File: config.mk
export PLATFORM = sky130hd
export DESIGN_NAME = tspq_track
export DESIGN_NICKNAME = d
export VERILOG_FILES = /design/src/hdl/tspq_pkg.sv /design/src/hdl/tspq_track.sv
export VERILOG_INCLUDE_DIRS = /design/src /design/src/hdl
export SDC_FILE = /design/constraint.sdc
export NUM_CORES = 1
export LEC_CHECK = 0
export BUFFER_PORTS_ARGS = -buffer_cell sky130_fd_sc_hd__buf_2
export CAP_MARGIN = 20
export CORE_UTILIZATION = 45
export DETAILED_ROUTE_END_ITERATION = 6
export HOLD_SLACK_MARGIN = 0.1
export PLACE_DENSITY = 0.69
export SLEW_MARGIN = 25
export SYNTH_ARGS = -nofsm -noshare
export SYNTH_HDL_FRONTEND = slang
export SYNTH_SLANG_ARGS = --single-unit
File: constraint.sdc
create_clock -name i_clk -period 3.6 [get_ports i_clk]
set_clock_uncertainty 0.15 [all_clocks]
set_input_delay 0.36 -clock i_clk [delete_from_list [all_inputs] [get_ports i_clk]]
set_output_delay 0.36 -clock i_clk [all_outputs]
set_load 0.03 [all_outputs]
File: src/hdl/three_class_stable_priority_queue_macros.svh
// Assertion helpers shared by the queue modules.
`ifndef THREE_CLASS_STABLE_PRIORITY_QUEUE_MACROS_SVH
`define THREE_CLASS_STABLE_PRIORITY_QUEUE_MACROS_SVH

// Check cons in the same cycle as ante.
`define TSPQ_ASSERT_NOW(label, clk, rst_n, ante, cons) \
    label: assert property (@(posedge clk) disable iff (!rst_n) (ante) |-> (cons)) \
        else $error("queue assertion failed");

// Check cons in the cycle after ante.
`define TSPQ_ASSERT_NEXT(label, clk, rst_n, ante, cons) \
    label: assert property (@(posedge clk) disable iff (!rst_n) (ante) |=> (cons)) \
        else $error("queue assertion failed");

`endif

File: src/hdl/tspq_pkg.sv
package tspq_pkg;

    typedef enum logic [2:0] {
        ST_ENQUEUED = 3'd0,
        ST_SERVED   = 3'd1,
        ST_EMPTY    = 3'd2,
        ST_FULL     = 3'd3,
        ST_INVALID  = 3'd4
    } t_status;

    localparam logic ACT_ENQ = 1'b0;
    localparam logic ACT_DEQ = 1'b1;

    localparam logic [1:0] CLS_GENERAL = 2'd0;
    localparam logic [1:0] CLS_SENIOR  = 2'd1;
    localparam logic [1:0] CLS_VIP     = 2'd2;
    localparam logic [1:0] CLS_INVALID = 2'd3;

    localparam int NUM_CLASSES = 3;

    typedef struct packed {
        logic       push;
        logic       pop;
        logic [1:0] cls;
    } t_q_cmd;

    typedef struct packed {
        logic       empty;
        logic       full;
        logic [1:0] head_cls;
    } t_q_flags;

endpackage

File: src/hdl/tspq_track.sv
`include "three_class_stable_priority_queue_macros.svh"

module tspq_track #(
    parameter int DEPTH = 128
) (
    input  logic                                     i_clk,
    input  logic                                     i_rst_n,
    input  tspq_pkg::t_q_cmd                         i_cmd,
    output tspq_pkg::t_q_flags                       o_flags,
    output logic [$clog2(DEPTH+1)-1:0]               o_total,
    output logic [$clog2(tspq_pkg::NUM_CLASSES*DEPTH)-1:0] o_waddr,
    output logic [$clog2(tspq_pkg::NUM_CLASSES*DEPTH)-1:0] o_raddr
);
    import tspq_pkg::*;

    localparam int PW = $clog2(DEPTH);
    localparam int CW = $clog2(DEPTH + 1);
    localparam int AW = $clog2(NUM_CLASSES * DEPTH);

    logic [PW-1:0] r_head [NUM_CLASSES];
    logic [PW-1:0] r_tail [NUM_CLASSES];
    logic [CW-1:0] r_cnt  [NUM_CLASSES];
    logic [CW-1:0] r_total;
    logic [PW-1:0] n_head [NUM_CLASSES];
    logic [PW-1:0] n_tail [NUM_CLASSES];
    logic [CW-1:0] n_cnt  [NUM_CLASSES];
    logic [CW-1:0] n_total;

    logic [1:0] head_cls;
    logic [1:0] push_cls;

    function automatic logic [PW-1:0] f_next(input logic [PW-1:0] p);
        if (p == PW'(DEPTH - 1)) begin
            return '0;
        end
        return p + PW'(1);
    endfunction

    // Highest nonempty class holds the head of the queue.
    always_comb begin
        if (r_cnt[CLS_VIP] != '0) begin
            head_cls = CLS_VIP;
        end else if (r_cnt[CLS_SENIOR] != '0) begin
            head_cls = CLS_SENIOR;
        end else begin
            head_cls = CLS_GENERAL;
        end
    end

    assign push_cls = (i_cmd.cls == CLS_INVALID) ? CLS_GENERAL : i_cmd.cls;

    // Each class is a ring of DEPTH entries in its own region of the memory.
    assign o_waddr = AW'(push_cls) * AW'(DEPTH) + AW'(r_tail[push_cls]);
    assign o_raddr = AW'(head_cls) * AW'(DEPTH) + AW'(r_head[head_cls]);

    assign o_flags.empty    = (r_total == '0);
    assign o_flags.full     = (r_total == CW'(DEPTH));
    assign o_flags.head_cls = head_cls;
    assign o_total          = r_total;

    always_comb begin
        n_head  = r_head;
        n_tail  = r_tail;
        n_cnt   = r_cnt;
        n_total = r_total;
        for (int c = 0; c < NUM_CLASSES; c++) begin
            if (i_cmd.push && push_cls == 2'(c)) begin
                n_tail[c] = f_next(r_tail[c]);
                n_cnt[c]  = r_cnt[c] + CW'(1);
            end
            if (i_cmd.pop && head_cls == 2'(c)) begin
                n_head[c] = f_next(r_head[c]);
                n_cnt[c]  = r_cnt[c] - CW'(1);
            end
        end
        if (i_cmd.push) begin
            n_total = r_total + CW'(1);
        end else if (i_cmd.pop) begin
            n_total = r_total - CW'(1);
        end
    end

    always_ff @(posedge i_clk) begin
        if (!i_rst_n) begin
            for (int c = 0; c < NUM_CLASSES; c++) begin
                r_head[c] <= '0;
                r_tail[c] <= '0;
                r_cnt[c]  <= '0;
            end
            r_total <= '0;
        end else begin
            r_head  <= n_head;
            r_tail  <= n_tail;
            r_cnt   <= n_cnt;
            r_total <= n_total;
        end
    end

    `TSPQ_ASSERT_NOW(a_count_sum, i_clk, i_rst_n, 1'b1, ({2'b00, r_cnt[CLS_GENERAL]} + {2'b00, r_cnt[CLS_SENIOR]} + {2'b00, r_cnt[CLS_VIP]}) == {2'b00, r_total})
    `TSPQ_ASSERT_NOW(a_total_bound, i_clk, i_rst_n, 1'b1, r_total <= CW'(DEPTH))
    `TSPQ_ASSERT_NOW(a_pop_nonempty, i_clk, i_rst_n, i_cmd.pop, r_cnt[head_cls] != '0 && !i_cmd.push)

endmodule

==> flow_results.org <==
** Cells and area
- In the layout the commonest cells are 66 x dfxtp_1, 62 x nand2_1, 47 x nor2_1.
- The number of antenna diodes in the final layout is 0.
- Layout Utilization :: 0.513
- In the final layout, the multi-input gates occupy 0.00253 mm^2.
- Relative to the synthesized area, the layout overhead comes to 11.3%.
- Total area of sequential cells :: between 0.001 and 0.0015 mm^2
- For this run, the post-layout net count is between 500 and 600.
- Most frequent standard cell in the layout excluding fill and tap cells :: dfxtp_1
- In the final layout, the share of cells above drive strength 1 is 0.131.
- Fill cell instance count of the final layout :: just over 800

** STA
- Endpoints failing setup :: 0
- The worst path in the final design needs a cycle of approximately 3.4 ns, including I/O delays and setup.
- Final worst hold slack :: 0.299 ns
- Across all setup checks in the final design, the least slack found is around 0.17 ns.
- Final count of hold timing violations :: 0
- In the final timing run, aggregate negative setup slack is 0 ns.
- Crit share post-route :: 0.951
- Maximum achievable frequency :: about 300 MHz
- At the pin with the least slew margin, the transition time is between 0.8 and 0.9 ns.
- The worst pin sits at a relative slew slack of 0.430.
- RSZ-0062 raised after global routing :: false
- The number of max-slew violations in the final report came to 0.

** Critical path
- The worst setup path is launched from a flip-flop.
- In this design, the stage delay of the slowest critical-path cell is 0.61 ns.
- Max FO, Critical Path :: 17
- Cells along the critical path :: or4_1, or2_1, nand2_2, inv_4, ha_1, a21oi_1, o21ai_0, a2111oi_2, nor3_1, or4_1, o311ai_1
- Counting stages on the worst path, the most repeated cell is or4_1.
- The worst setup path is captured at a flip-flop.
- Path type of the worst setup path :: flip-flop to flip-flop
- Worst endpoint required time :: 3.71 ns
- Slowest cell on the critical path :: or4_1
- At the worst endpoint, the arrival time is around 3.5 ns.

** Floorplanning
- Number of top-level design ports :: 36
- The floorplan step defined a die boundary enclosing ~0.0093 mm^2.
- The region available for standard cell placement spans ~0.0087 mm^2.
- Die width :: around 96 um
- Cell Rows :: 34
- Effective utilization at floorplan :: 0.460
- Chip Height :: ~96 um

** Routing
- Detailed routing inserted a total of 3332 vias.
- After detailed routing, the average wire length per cell comes to about 14 um.
- For this block, the initial DRC count from the detailed router was around 170.
- The pre-antenna-repair detailed-routing pass consisted of 4 iterations.
- After detailed routing, the number of vias per cell comes to 5.37.
- After detailed routing, the total wire length is just under 9000 um.
- For this run, design rule violations remaining after detail routing come to 0.
- The count of nets left with antenna violations once routing finished came out at 0.

** Power
- Summed over all cells, the static leakage comes to around 1.9 nW.
- Cell Pwr Density :: roughly 650 mW/mm^2
- VDD sags by at most 352 uV.

** Clock network
- Inserted Clock Buffers :: 9
- The clock passes through at most 2 buffers.
- Number of hold-repair buffers added at the cts stage :: 0
- Count of clock tree sinks :: 66
- The clock tree synthesis step divided the H-tree into 3 levels.
- The clock reaches the later pin of the worst-skew pair after between 0.3 and 0.4 ns.
- The root buffer cell chosen for the clock tree is clkbuf_8.
- Clock slew seen by the registers of the worst setup and hold paths :: roughly 0.080 ns
- TritonCTS built the clock tree.

** GRT
- The number of antenna violations at the first check in global routing came to 0.
- The first global-routing pass estimated between 10000 and 15000 um of wire.
- The number of global-route vias before repair is 2976.
- Met2 GRT Util :: 0.324
- For this run the aggregate overflow at the end of global routing stands at 0.
- Global-route track usage on met1 :: 0.256
- For this run, global-route usage on met3 was measured as 0.0419.
- Overall fraction of global-route tracks in use :: 0.199
- In this run the most used layer during global routing was met2.
- Entering global routing, the biggest net connects slightly above 40 pins.

** Logic synthesis
- In the synthesized netlist the async set-or-reset flop fraction comes to 0.
- Dividing the synthesized area by the synthesized cell count gives 8.41 um^2.
- Yosys printed 0 warnings.
- The number of nets in the synthesized netlist is 512.
- Cell area after technology mapping :: approximately 0.0040 mm^2
- The synthesized design contains 66 register bits.
- The cell count after synthesis came out at roughly 480.
- For this run, the leading register cell type out of synthesis is dfxtp_1.
- Counting distinct cell types in the post-synthesis netlist gives between 50 and 60.
- Of the synthesized area, sequential elements account for 0.331.
- Number of synthesized flops with an enable pin :: 0

** Job
- Across the run, the number of max-cap violations was 0.

** Placed design
- Worst slack, placed :: approximately 0.21 ns
- Sum of net half-perimeters after detailed placement :: 6180 um
- Weighted congestion reported at the end of routability-driven placement :: approximately 0.84
- Port buffer count :: 35

** Hold path
- The worst hold path belongs to the class primary input to flip-flop.

** Outcome
- The run finished with clean final reports.
## metrics by stage
step | power [W] | instances | cell area (um^2)
floorplan | 0.00201 | 475 | 4000
global placement | 0.00221 | 604 | 4240
detailed placement | 0.00224 | 604 | 4240
CTS | 0.00291 | 620 | 4440
global route | 0.00313 | 620 | 4450
finish | 0.00291 | 620 | 4450
## timing repair
item,in CTS,in global routing
resized for setup,0,4
setup endpoints to repair,0,1
buffers inserted,0,0
endpoints found under the hold margin,0,0
## metal layers
| layer | part of all wire | vias up | routed length, um |
|---|---|---|---|
| met4 | 0.012 | 0 | 108 |
| met5 | 0 | - | 0 |
| met3 | 0.032 | 10 | 274 |
| met1 | 0.47 | 1573 | 4080 |
| li1 | - | 1715 | - |
| met2 | 0.48 | 34 | 4200 |
## layout make-up
type	instances	share of cell area
multi-input cells	377	0.568
flip-flops and latches	66	0.297
repair buffers	39	0.0461
clock buffers	10	0.0309
well taps	108	0.0304
clock inverters	6	0.0149
inverters	14	0.0124
## worst max-delay path: cells and delay by family, from the launching register on
kind	cells	cell delay, ns
adder cells (fa/ha/maj)	1	0.29
buffers and inverters	1	0.11
flip-flops	1	0.35
AO/OA/AOI/OAI	4	0.84
AND/OR/NAND/NOR	5	1.60
## where the power goes
group	switching [W]	leakage [nW]	internal [W]
clock network	0.000308	0.0945	0.000338
logic	0.000815	1.23	0.000512
registers	0.000109	0.536	0.000827
## cell families after synthesis
| kind of cell | count (synthesis) | share of synthesized area |
|---|---|---|
| simple gates | 196 | 0.242 |
| fa+ha+maj | 31 | 0.103 |
| xor+xnor | 49 | 0.107 |
| buf+inv | 32 | 0.0385 |
| flops | 66 | 0.331 |
| mux | 22 | 0.0551 |
| compound gates | 79 | 0.123 |
## flip-flops by register name, summed over array words and instances (netlist names)
| register | count |
|---|---|
| r_head | 21 |
| r_cnt | 16 |
| r_tail | 21 |
| o_total | 8 |
## path summary, 6_finish.rpt
kind	depth (start not counted)	start	end	slack, ns
worst max-delay path	11	r_cnt[1]$_SDFFE_PN0P_	r_cnt[7]$_SDFFE_PN0P_	0.17
worst min-delay path	3	i_cmd[2]	o_total[1]$_SDFFE_PN0P_	0.30
worst max register to register	11	r_cnt[1]$_SDFFE_PN0P_	r_cnt[7]$_SDFFE_PN0P_	0.17
worst min register to register	2	r_cnt[3]$_SDFFE_PN0P_	r_cnt[3]$_SDFFE_PN0P_	0.34
## synth_stat cells, drive strengths merged, types with 10 or more instances
library cell | n | area, um^2
xnor2 | 24 | 210
clkbuf | 12 | 45.0
nand4 | 16 | 100
o21ai | 29 | 149
ha | 28 | 350
nand2 | 64 | 245
dfxtp | 66 | 1320
nand3 | 17 | 90.1
mux2i | 22 | 220
inv | 14 | 52.6
nor2b | 10 | 62.6
nor2 | 48 | 188
and2 | 12 | 75.1
xor2 | 25 | 219
a21oi | 21 | 105
No activity file was read; power rests on OpenSTA's default activity.
